**config.mk**
```make
export PLATFORM = sky130hd
export DESIGN_NAME = text_console_cursor_control
export DESIGN_NICKNAME = d
export VERILOG_FILES = /design/src/rtl/tccc_pkg.sv /design/src/rtl/tccc_cfg.sv /design/src/rtl/tccc_cursor.sv /design/src/rtl/text_console_cursor_control.sv
export SDC_FILE = /design/constraint.sdc
export NUM_CORES = 1
export LEC_CHECK = 0
export BUFFER_PORTS_ARGS = -buffer_cell sky130_fd_sc_hd__buf_4
export CAP_MARGIN = 0
export CORE_MARGIN = 3
export CORE_UTILIZATION = 45
export DETAILED_ROUTE_END_ITERATION = 7
export MAX_ROUTING_LAYER = met4
export PLACE_DENSITY = 0.65
export SLEW_MARGIN = 20
export SYNTH_ARGS = -nofsm -noshare
export SYNTH_HDL_FRONTEND = slang
export SYNTH_SLANG_ARGS = --single-unit
```
**constraint.sdc**
```tcl
create_clock -name clk -period 8.25 [get_ports clk]
set_clock_uncertainty 0.1 [all_clocks]
set_input_delay 2.0625 -clock clk [delete_from_list [all_inputs] [get_ports clk]]
set_output_delay 2.0625 -clock clk [all_outputs]
set_load 0.005 [all_outputs]
```
**src/rtl/tccc_pkg.sv**
```systemverilog
// tccc_pkg: shared types and constants of the text console cursor control block
// no dependencies; used by every module under rtl

package tccc_pkg;

    // operation codes carried in the mode field
    localparam logic [1:0] MODE_PUT    = 2'd0;
    localparam logic [1:0] MODE_SET    = 2'd1;
    localparam logic [1:0] MODE_CLEAR  = 2'd2;
    localparam logic [1:0] MODE_UNUSED = 2'd3;

    // configuration register indexes
    localparam logic [1:0] CFG_TEXT_COLOR   = 2'd0;
    localparam logic [1:0] CFG_SCREEN_WIDTH = 2'd1;
    localparam logic [1:0] CFG_SCROLL_ROW   = 2'd2;

    // configuration reset values
    localparam logic [7:0] TEXT_COLOR_RST   = 8'h0F;
    localparam logic [7:0] SCREEN_WIDTH_RST = 8'd80;
    localparam logic [7:0] SCROLL_ROW_RST   = 8'd24;

    // control characters
    localparam logic [7:0] CH_BS    = 8'h08;
    localparam logic [7:0] CH_TAB   = 8'h09;
    localparam logic [7:0] CH_LF    = 8'h0A;
    localparam logic [7:0] CH_VT    = 8'h0B;
    localparam logic [7:0] CH_FF    = 8'h0C;
    localparam logic [7:0] CH_CR    = 8'h0D;
    localparam logic [7:0] CH_SPACE = 8'h20;

    localparam logic [7:0] TAB_STEP   = 8'd4;
    localparam logic [7:0] SCROLL_MAX = 8'd255;

    typedef struct packed {
        logic [7:0] text_color;
        logic [7:0] screen_width;
        logic [7:0] scroll_row;
    } cfg_t;

    typedef struct packed {
        logic [1:0] mode;
        logic [7:0] char_code;
        logic [7:0] new_col;
        logic [7:0] new_row;
    } item_t;

    typedef struct packed {
        logic       write_valid;
        logic [7:0] write_char;
        logic [7:0] write_attr;
        logic [7:0] write_col;
        logic [7:0] write_row;
        logic       clear_screen;
        logic [7:0] scroll_lines;
        logic [7:0] cursor_col;
        logic [7:0] cursor_row;
    } result_t;

endpackage

```
**src/rtl/tccc_cfg.sv**
```systemverilog
// tccc_cfg: configuration registers (text color, screen width, scroll row)
// depends on tccc_pkg

module tccc_cfg (
    input  logic                clk,
    input  logic                rst_n,
    input  logic                wr_en,
    input  logic [1:0]          wr_index,
    input  logic [7:0]          wr_data,
    output tccc_pkg::cfg_t      cfg
);

    tccc_pkg::cfg_t cfg_reg;

    always_ff @(posedge clk or negedge rst_n)
    begin
        if (!rst_n)
        begin
            cfg_reg.text_color   <= tccc_pkg::TEXT_COLOR_RST;
            cfg_reg.screen_width <= tccc_pkg::SCREEN_WIDTH_RST;
            cfg_reg.scroll_row   <= tccc_pkg::SCROLL_ROW_RST;
        end
        else if (wr_en)
        begin
            case (wr_index)
                tccc_pkg::CFG_TEXT_COLOR:   cfg_reg.text_color   <= wr_data;
                tccc_pkg::CFG_SCREEN_WIDTH: cfg_reg.screen_width <= wr_data;
                tccc_pkg::CFG_SCROLL_ROW:   cfg_reg.scroll_row   <= wr_data;
                default:                    ; // no register there
            endcase
        end
    end

    assign cfg = cfg_reg;

endmodule

```
**src/rtl/tccc_cursor.sv**
```systemverilog
// tccc_cursor: cursor position registers and the per-word update logic
// depends on tccc_pkg

module tccc_cursor #(
    parameter int COORD_WIDTH = 8
) (
    input  logic                clk,
    input  logic                rst_n,
    input  logic                advance,
    input  tccc_pkg::item_t     item,
    input  tccc_pkg::cfg_t      cfg,
    output tccc_pkg::result_t   res
);

    // wide enough for position + tab step and for 8-bit config compares
    localparam int CALC_W = (COORD_WIDTH >= 8) ? COORD_WIDTH + 1 : 9;

    logic [COORD_WIDTH-1:0] col_pos_reg;
    logic [COORD_WIDTH-1:0] row_pos_reg;
    logic [COORD_WIDTH-1:0] col_pos_next;
    logic [COORD_WIDTH-1:0] row_pos_next;

    logic [CALC_W-1:0] col;
    logic [CALC_W-1:0] row;
    logic [CALC_W-1:0] col_w;
    logic [CALC_W-1:0] row_w;
    logic [CALC_W-1:0] width_ext;
    logic [CALC_W-1:0] scroll_ext;
    logic [CALC_W-1:0] excess;

    assign col        = CALC_W'(col_pos_reg);
    assign row        = CALC_W'(row_pos_reg);
    assign width_ext  = CALC_W'(cfg.screen_width);
    assign scroll_ext = CALC_W'(cfg.scroll_row);

    always_comb
    begin
        res          = '0;
        col_w        = col;
        row_w        = row;
        excess       = '0;
        case (item.mode)
            tccc_pkg::MODE_PUT:
            begin
                case (item.char_code)
                    tccc_pkg::CH_CR, tccc_pkg::CH_LF:
                    begin
                        col_w = '0;
                        row_w = row + CALC_W'(1);
                    end
                    tccc_pkg::CH_TAB:
                    begin
                        col_w = col + CALC_W'(tccc_pkg::TAB_STEP);
                    end
                    tccc_pkg::CH_VT:
                    begin
                        row_w = row + CALC_W'(1);
                    end
                    tccc_pkg::CH_BS:
                    begin
                        // backspace blanks the cell it steps back onto
                        if (col != '0)
                        begin
                            col_w           = col - CALC_W'(1);
                            res.write_valid = 1'b1;
                            res.write_char  = tccc_pkg::CH_SPACE;
                            res.write_attr  = cfg.text_color;
                            res.write_col   = col_w[7:0];
                            res.write_row   = row[7:0];
                        end
                    end
                    tccc_pkg::CH_FF:
                    begin
                        res.clear_screen = 1'b1;
                        col_w            = '0;
                        row_w            = '0;
                    end
                    default:
                    begin
                        res.write_valid = 1'b1;
                        res.write_char  = item.char_code;
                        res.write_attr  = cfg.text_color;
                        res.write_col   = col[7:0];
                        res.write_row   = row[7:0];
                        col_w           = col + CALC_W'(1);
                    end
                endcase
                // wrap at the right edge
                if (col_w >= width_ext)
                begin
                    col_w = '0;
                    row_w = row_w + CALC_W'(1);
                end
                // clamp at the scroll row and report the excess
                if (row_w > scroll_ext)
                begin
                    excess = row_w - scroll_ext;
                    if (excess > CALC_W'(tccc_pkg::SCROLL_MAX))
                        res.scroll_lines = tccc_pkg::SCROLL_MAX;
                    else
                        res.scroll_lines = excess[7:0];
                    row_w = scroll_ext;
                end
            end
            tccc_pkg::MODE_SET:
            begin
                col_w = CALC_W'(item.new_col);
                row_w = CALC_W'(item.new_row);
            end
            tccc_pkg::MODE_CLEAR:
            begin
                res.clear_screen = 1'b1;
                col_w            = '0;
                row_w            = '0;
            end
            default:
            begin
                // unused code leaves everything as is
                col_w = col;
                row_w = row;
            end
        endcase
        // reported position is the stored one, cut to the coordinate width
        res.cursor_col = 8'(col_w[COORD_WIDTH-1:0]);
        res.cursor_row = 8'(row_w[COORD_WIDTH-1:0]);
    end

    assign col_pos_next = col_w[COORD_WIDTH-1:0];
    assign row_pos_next = row_w[COORD_WIDTH-1:0];

    always_ff @(posedge clk or negedge rst_n)
    begin
        if (!rst_n)
        begin
            col_pos_reg <= '0;
            row_pos_reg <= '0;
        end
        else if (advance)
        begin
            col_pos_reg <= col_pos_next;
            row_pos_reg <= row_pos_next;
        end
    end

endmodule

```
**src/rtl/text_console_cursor_control.sv**
```systemverilog
// text_console_cursor_control: top level of the text console cursor block
// depends on tccc_pkg, tccc_cfg and tccc_cursor
//
// usage:
//   input channel (in_valid/in_ready) carries one word per operation: mode
//   selects put character, set cursor position or clear screen; char_code,
//   new_col and new_row are its operands
//   output channel (out_valid/out_ready) returns exactly one result word per
//   input word: glyph write request (valid, char, attr, cell), clear-screen
//   flag, lines to scroll up and the cursor position after the operation
//   config channel (cfg_valid/cfg_ready, cfg_index, cfg_data) writes text
//   color, screen width and scroll row; always ready, write it only while
//   no word is in flight
// timing:
//   two register stages (input word register, result register); an accepted
//   word is held in the input word register, then in the result register
//   one word per cycle sustained while out_ready holds; the cursor update
//   is a single pass of compares and small adds on the cursor registers
// reset: cursor at column 0 row 0, text color 0x0F, width 80, scroll row 24,
//   both pipeline stages empty
// stall:
//   a held result keeps its value; the input stage still takes one more
//   word, after that in_ready drops until out_ready frees the result

module text_console_cursor_control #(
    parameter int COORD_WIDTH = 8
) (
    input  logic       clk,
    input  logic       rst_n,
    // input words
    input  logic       in_valid,
    output logic       in_ready,
    input  logic [1:0] mode,
    input  logic [7:0] char_code,
    input  logic [7:0] new_col,
    input  logic [7:0] new_row,
    // result words
    output logic       out_valid,
    input  logic       out_ready,
    output logic       write_valid,
    output logic [7:0] write_char,
    output logic [7:0] write_attr,
    output logic [7:0] write_col,
    output logic [7:0] write_row,
    output logic       clear_screen,
    output logic [7:0] scroll_lines,
    output logic [7:0] cursor_col,
    output logic [7:0] cursor_row,
    // configuration writes
    input  logic       cfg_valid,
    output logic       cfg_ready,
    input  logic [1:0] cfg_index,
    input  logic [7:0] cfg_data
);

    logic                in_valid_reg;
    tccc_pkg::item_t     in_item_reg;
    logic                out_valid_reg;
    tccc_pkg::result_t   out_res_reg;

    tccc_pkg::cfg_t      cfg;
    tccc_pkg::result_t   step_res;
    tccc_pkg::item_t     in_item;
    logic                advance;
    logic                in_fire;

    assign in_item.mode      = mode;
    assign in_item.char_code = char_code;
    assign in_item.new_col   = new_col;
    assign in_item.new_row   = new_row;

    // a word moves from the input stage into the result stage when the
    // result register is empty or being drained this cycle
    assign advance  = in_valid_reg && (!out_valid_reg || out_ready);
    assign in_ready = !in_valid_reg || advance;
    assign in_fire  = in_valid && in_ready;

    // registers are always writable
    assign cfg_ready = 1'b1;

    tccc_cfg u_cfg (
        .clk      (clk),
        .rst_n    (rst_n),
        .wr_en    (cfg_valid),
        .wr_index (cfg_index),
        .wr_data  (cfg_data),
        .cfg      (cfg)
    );

    tccc_cursor #(
        .COORD_WIDTH (COORD_WIDTH)
    ) u_cursor (
        .clk     (clk),
        .rst_n   (rst_n),
        .advance (advance),
        .item    (in_item_reg),
        .cfg     (cfg),
        .res     (step_res)
    );

    // input word stage
    always_ff @(posedge clk or negedge rst_n)
    begin
        if (!rst_n)
            in_valid_reg <= 1'b0;
        else if (in_ready)
            in_valid_reg <= in_valid;
    end

    always_ff @(posedge clk)
    begin
        if (in_fire)
            in_item_reg <= in_item;
    end

    // result stage
    always_ff @(posedge clk or negedge rst_n)
    begin
        if (!rst_n)
            out_valid_reg <= 1'b0;
        else if (advance)
            out_valid_reg <= 1'b1;
        else if (out_ready)
            out_valid_reg <= 1'b0;
    end

    always_ff @(posedge clk)
    begin
        if (advance)
            out_res_reg <= step_res;
    end

    assign out_valid    = out_valid_reg;
    assign write_valid  = out_res_reg.write_valid;
    assign write_char   = out_res_reg.write_char;
    assign write_attr   = out_res_reg.write_attr;
    assign write_col    = out_res_reg.write_col;
    assign write_row    = out_res_reg.write_row;
    assign clear_screen = out_res_reg.clear_screen;
    assign scroll_lines = out_res_reg.scroll_lines;
    assign cursor_col   = out_res_reg.cursor_col;
    assign cursor_row   = out_res_reg.cursor_row;

endmodule
```
==> flow_summary.ini, run 1 <==
[status]
status = complete, no violations

[power]
p_comb_frac = 0.276
p_sw_mw = 0.734
p_per_area_nw_per_um2 = 275
p_int_mw = 1.55
swShare = 0.321
power.share.clock = 0.334
vdd_drop_max_uv = 162
seqPwrFrac = 0.389
p_leak_nw = 3.41

[placement]
dp_hpwl_um = 12600
portBuffers = 100
place_congestion = 0.934
post-place-ws_ns = 1.72

[floorplan]
rows = 44
dieWidth_um = 129
start_util = 0.465
core_area_um2 = 14700
die_area_um2 = 16700
die_h_um = 129
ios = 102

[detailed_routing]
vias = 5115
vias_per_cell = 5.76
drc = 0
drt-total-wl_um = 17600
initialDrtViolationCount = 477
ant_nets = 0
first_pass_iters = 7
wl_per_cell_um = 19.8

[critical_path]
crit_buf_inv = 0
critPathKind = flop to flop
crit_start = in_item_reg[23]
slowest_stage = a21oi_1
path_max_fanout = 12
start_kind = flop
cp_cell_sequence = nor3b_2 -> nand2_1 -> a21oi_1 -> nor3_1 -> o31ai_1 -> o21ai_0 -> ha_1 -> nand2_1 -> o21ai_0 -> a21oi_1 -> o221ai_4 -> mux2_2 -> ha_1 -> nor2b_1 -> o21a_1 -> o21ai_1 -> a21oi_1 -> o21a_1 -> or3_1 -> a21oi_4 -> mux2_4 -> o2bb2ai_1
worstPathRequired_ns = 8.30
crit_top_cell = a21oi_1
max_stage_delay_ns = 0.82
r2r_start = in_item_reg[23]
path_delay_family = compound AO/OA/AOI/OAI gates
path_depth = 22
reg2reg_depth = 22
arrival_ns = 6.62
endpoint_kind = flop

[timing]
worstMarginPinSlew_ns = 1.00
holdWs_ns = 0.398
period_share = 0.797
fin_ws_ns = 1.68
maxSlewViolCount = 0
timing.slew.headroom = 0.331
fmax_mhz = 152
grt_setup_unrepaired = no
fin_crit_ns = 6.57
setup_violations = 0
fin_tns_setup_ns = 0
final_hold_viol_count = 0

[global_route]
antenna_found_initial = 0
grt_usage = 0.227
grt_pass1_vias = 5122
grt_max_degree = 46
grt_overflow_total = 0
grt_pass1_wl_um = 28100

[run]
maxCapViolCount = 0

[finish]
drive_gt1_frac = 0.283
final_nets = 756
largest_reg_flops = 26
syn_to_final_growth_pct = 21.7
diodes = 0
fin_util = 0.566

[cts]
post_cts_buffers = 0
clockBufferDepth = 2
cts_sinks = 126
worstSkewPairLatency_ns = 0.42
clk_pin_slew_worst_paths_ns = 0.06
cts_made_buffers = 17
cts_max_level = 4
cts_tree = built
ctsHoldBuffers = 0
ctsRootBufferMaster = clkbuf_16
post_cts_resized = 0

[yosys]
yosys-top-cells-count = 84 x edfxtp_1, 44 x nand2_1, 42 x nor2_1, 34 x dfrtp_1, 33 x a21oi_1
synthTopCellsByArea = edfxtp_1 37%, dfrtp_1 12%, mux2_2 5.1%
yosysMostFrequentCell = edfxtp_1
yosysTopAreaCellShare = 0.369
synthArstFlopShare = 0.333
synth-seq-cells = 126
seq_area_frac_synth = 0.524
synth_enable_flop_cells = 84
synthFlopType = edfxtp_1
synth.distinct_cells = 78
syn_inst = 601
synth_nets = 666
yosys_warnings = 0
avgSynthCellArea_um2 = 11.4
synth_top_cell_by_area = edfxtp_1
synth_area_um2 = 6840

[hold_path]
min_from = u_cfg.cfg[20]
holdCritPathClass = flop to flop
min_path_cells = 1
[area by class of cell]
class	count	area (um2)
Clock inverter	10	93.8
Clock buffer	22	518
Multi-Input combinational cell	415	3010
Fill cell	1262	6380
Inverter	27	101
Sequential cell	126	3580
Timing Repair Buffer	104	781
Tap cell	184	230
[power by group through the flow]
stage / clock, mW / sequential (mW) / combinational [mW]
4_1_cts: 0.777 / 0.889 / 0.634
3_5_place_dp: 0 / 0.902 / 0.629
6_report: 0.766 / 0.891 / 0.632
5_1_grt: 0.809 / 0.905 / 0.709
3_3_place_gp: 0 / 0.899 / 0.625
2_1_floorplan: 0 / 0.836 / 0.486
[placed cells by master (no fill, tap or decap), types with 8 or more instances in the layout]
cell,Yosys,routed
dfrtp_1,34,34
mux2i_1,21,21
o221ai_1,8,8
buf_4,3,104
clkbuf_16,0,20
xnor2_1,9,9
ha_1,23,23
inv_1,27,26
o21ai_0,18,18
nor3_1,10,10
nor2_1,42,42
mux2_2,31,31
nand2b_1,8,8
xor2_1,8,8
and2_1,21,21
edfxtp_1,84,84
dfstp_2,8,8
a21oi_1,33,33
a22oi_1,8,8
nand2_1,44,44
o22ai_1,8,8
nand3_1,11,11
[stage by stage]
stage          total power, mW  std cells  instance area [um2]
5_1_grt                   2.42        888                 8320
6_report                  2.29        888                 8320
3_5_place_dp              1.53        856                 7700
2_1_floorplan             1.32        601                 6840
3_3_place_gp              1.52        856                 7700
4_1_cts                   2.30        888                 8320
[worst register-to-register path: cells and delay by family, from the launching register on]
kind            cells  cell delay, ns
fa+ha+maj           2            0.62
mux                 2            0.76
compound gates     12            3.02
simple gates        6            1.35
flops               1            0.44
[path summary, 6_finish.rpt]
path	end	slack (ns)
max	cursor_row[6]	1.68
min	u_cfg.cfg[20]	0.40
max reg2reg	cursor_row[6]	1.68
min reg2reg	u_cfg.cfg[20]	0.40
max in group asynchronous	u_cursor.col_pos_reg[7]	6.10
min in group asynchronous	u_cursor.row_pos_reg[6]	1.53
[routing by layer]
metal	track usage	up-vias	wire length, um
li1	-	2426	-
met1	0.299	2522	7770
met2	0.352	139	8630
met3	0.0408	28	801
met4	0.0859	0	395
met5	-	-	0
[logic make-up after synthesis]
| kind of cell | after synthesis | share of synthesized area |
|---|---|---|
| adders and majority gates | 24 | 0.0450 |
| and+or+nand+nor | 183 | 0.142 |
| buffers and inverters | 60 | 0.0359 |
| DFF | 126 | 0.524 |
| AOI/OAI and AO/OA | 135 | 0.142 |
| muxes | 54 | 0.0862 |
| xor gates and xnor gates | 18 | 0.0242 |
| other | 1 | 0.000549 |
No activity file was read; power rests on OpenSTA's default activity.
==> run 2, diff against run 1 <==
Settings changed: ABC_AREA set to 1.
Clock period 8.25 ns to 6.3 ns, I/O delays scaled along.
==> run 2 against run 1 <==
  * Power rose by 47%
  * Setup slack lost 1.1 ns
  * Wire length grew 1.6%
  * Register-to-register slack worse by 1.1 ns
  * Clock power rose by 18%
  * Non-clock buffer count shrank 3
  * Critical endpoint is now scroll_lines[2]
  * Largest cell class unchanged
  * Highest routed layer unchanged
==> flow_summary.ini, run 2 <==
[status]
status = complete, no violations

[timing]
fin_tns_setup_ns = 0
period_share = 0.906
timing.slew.headroom = 0.306
worstMarginPinSlew_ns = 1.04
final_hold_viol_count = 0
fin_crit_ns = 5.71
grt_setup_unrepaired = no
fin_ws_ns = 0.594
setup_violations = 0
fmax_mhz = 175
maxSlewViolCount = 0

[placement]
portBuffers = 100
place_congestion = 0.944
dp_hpwl_um = 13100
post-place-ws_ns = 0.655

[cts]
worstSkewPairLatency_ns = 0.43
cts_tree = built
post_cts_resized = 0
cts_made_buffers = 17
ctsHoldBuffers = 0
cts_sinks = 126
clockBufferDepth = 2
ctsRootBufferMaster = clkbuf_16
post_cts_buffers = 0
clk_pin_slew_worst_paths_ns = 0.06
cts_max_level = 4

[yosys]
synth-seq-cells = 126
synth_top_cell_by_area = edfxtp_1
yosysMostFrequentCell = nand2_1
yosys-top-cells-count = 202 x nand2_1, 110 x inv_1, 84 x edfxtp_1, 51 x nor2_1, 50 x o21ai_0
synthTopCellsByArea = edfxtp_1 37%, dfrtp_1 12%, nand2_1 11%
seq_area_frac_synth = 0.525
avgSynthCellArea_um2 = 8.89
yosys_warnings = 0
yosysTopAreaCellShare = 0.370
synth.distinct_cells = 50
synthFlopType = edfxtp_1
syn_inst = 767
synth_enable_flop_cells = 84
synth_nets = 832
synth_area_um2 = 6820
synthArstFlopShare = 0.333

[detailed_routing]
drc = 0
first_pass_iters = 5
vias = 5469
wl_per_cell_um = 16.8
initialDrtViolationCount = 473
vias_per_cell = 5.13
ant_nets = 0
drt-total-wl_um = 17900

[floorplan]
rows = 44
die_h_um = 129
die_area_um2 = 16700
ios = 102
core_area_um2 = 14700
start_util = 0.464
dieWidth_um = 129

[finish]
multi_input_area_um2 = 2670
regArea_um2 = 3580
largest_reg_flops = 26
final_cell_mix = 202 x nand2_1, 108 x inv_1, 101 x buf_4, 84 x edfxtp_1, 51 x nor2_1
drive_gt1_frac = 0.230
diodes = 0
syn_to_final_growth_pct = 21.0
final_nets = 935
fill_cells = 1324
layout_commonest_cell = nand2_1

[global_route]
grt_pass1_vias = 5312
grt_usage = 0.232
antenna_found_initial = 0
grt_pass1_wl_um = 28300
grt_overflow_total = 0
grt_max_degree = 44

[hold_path]
min_path_cells = 2
holdCritPathClass = flop to flop

[critical_path]
start_kind = flop
path_max_fanout = 10
endpoint_kind = flop
crit_top_cell = nand2_1
r2r_slack_ns = 0.59
critPathKind = flop to flop
arrival_ns = 5.78
worstPathRequired_ns = 6.37
reg2reg_depth = 36
max_stage_delay_ns = 0.46
slowest_stage = nor4_1

[power]
p_leak_nw = 3.91
vdd_drop_max_uv = 207
p_total_mw = 3.37
p_per_area_nw_per_um2 = 409

[run]
maxCapViolCount = 0
[run 2: metrics by stage]
step | hold slack, ns | area (um2) | utilization | cells
after floorplan | 0.353 | 6820 | - | 767
after global placement | 0.371 | 7710 | 0.525 | 1035
after detailed placement | 0.383 | 7710 | 0.525 | 1035
after CTS | 0.393 | 8250 | 0.561 | 1067
after global routing | 0.413 | 8250 | 0.561 | 1067
final | 0.391 | 8250 | 0.561 | 1067
[run 2: layout make-up]
| type | count | share of cell area |
|---|---|---|
| flip-flops and latches | 126 | 0.434 |
| inverters | 125 | 0.0570 |
| clock buffers | 17 | 0.0515 |
| multi-input cells | 499 | 0.324 |
| repair buffers | 101 | 0.0919 |
| well taps | 184 | 0.0279 |
| clock inverters | 15 | 0.0136 |
[run 2: worst max-delay path: cells and delay by family (launching register included)]
family | cells | cell delay, ns
adder cells (fa/ha/maj) | 3 | 0.95
buffers and inverters | 8 | 0.70
AO/OA/AOI/OAI | 5 | 0.75
flip-flops | 1 | 0.44
AND/OR/NAND/NOR | 20 | 2.50
[run 2: cells by family (layout without fill, tap and decap cells)]
group | after synthesis | after routing | share of synthesized area
fa+ha+maj | 24 | 24 | 0.0451
compound gates | 106 | 106 | 0.0860
xor+xnor | 18 | 18 | 0.0231
buf+inv | 142 | 258 | 0.0829
other cells | 1 | 1 | 0.000550
simple gates | 349 | 349 | 0.235
mux | 1 | 1 | 0.00165
flops | 126 | 126 | 0.525
[run 2: path summary, 6_finish.rpt]
path,from,endpoint
max,u_cursor.col_pos_reg[0],scroll_lines[2]
min reg2reg,u_cfg.cfg[18],u_cfg.cfg[18]
min in group asynchronous,rst_n,u_cursor.row_pos_reg[6]
max in group asynchronous,rst_n,u_cursor.col_pos_reg[4]
min,u_cfg.cfg[18],u_cfg.cfg[18]
max reg2reg,u_cursor.col_pos_reg[0],scroll_lines[2]
[run 2: layer usage]
layer	track usage	wire length (um)	vias up
met5	-	0	-
met4	0.101	592	0
li1	-	-	2710
met1	0.297	7860	2568
met2	0.360	8730	152
met3	0.0453	697	39
[run 2: where the power goes]
| part | internal, mW | switching (mW) |
|---|---|---|
| logic | 0.475 | 0.808 |
| registers | 1.07 | 0.119 |
| clock network | 0.508 | 0.394 |
| total | 2.05 | 1.32 |
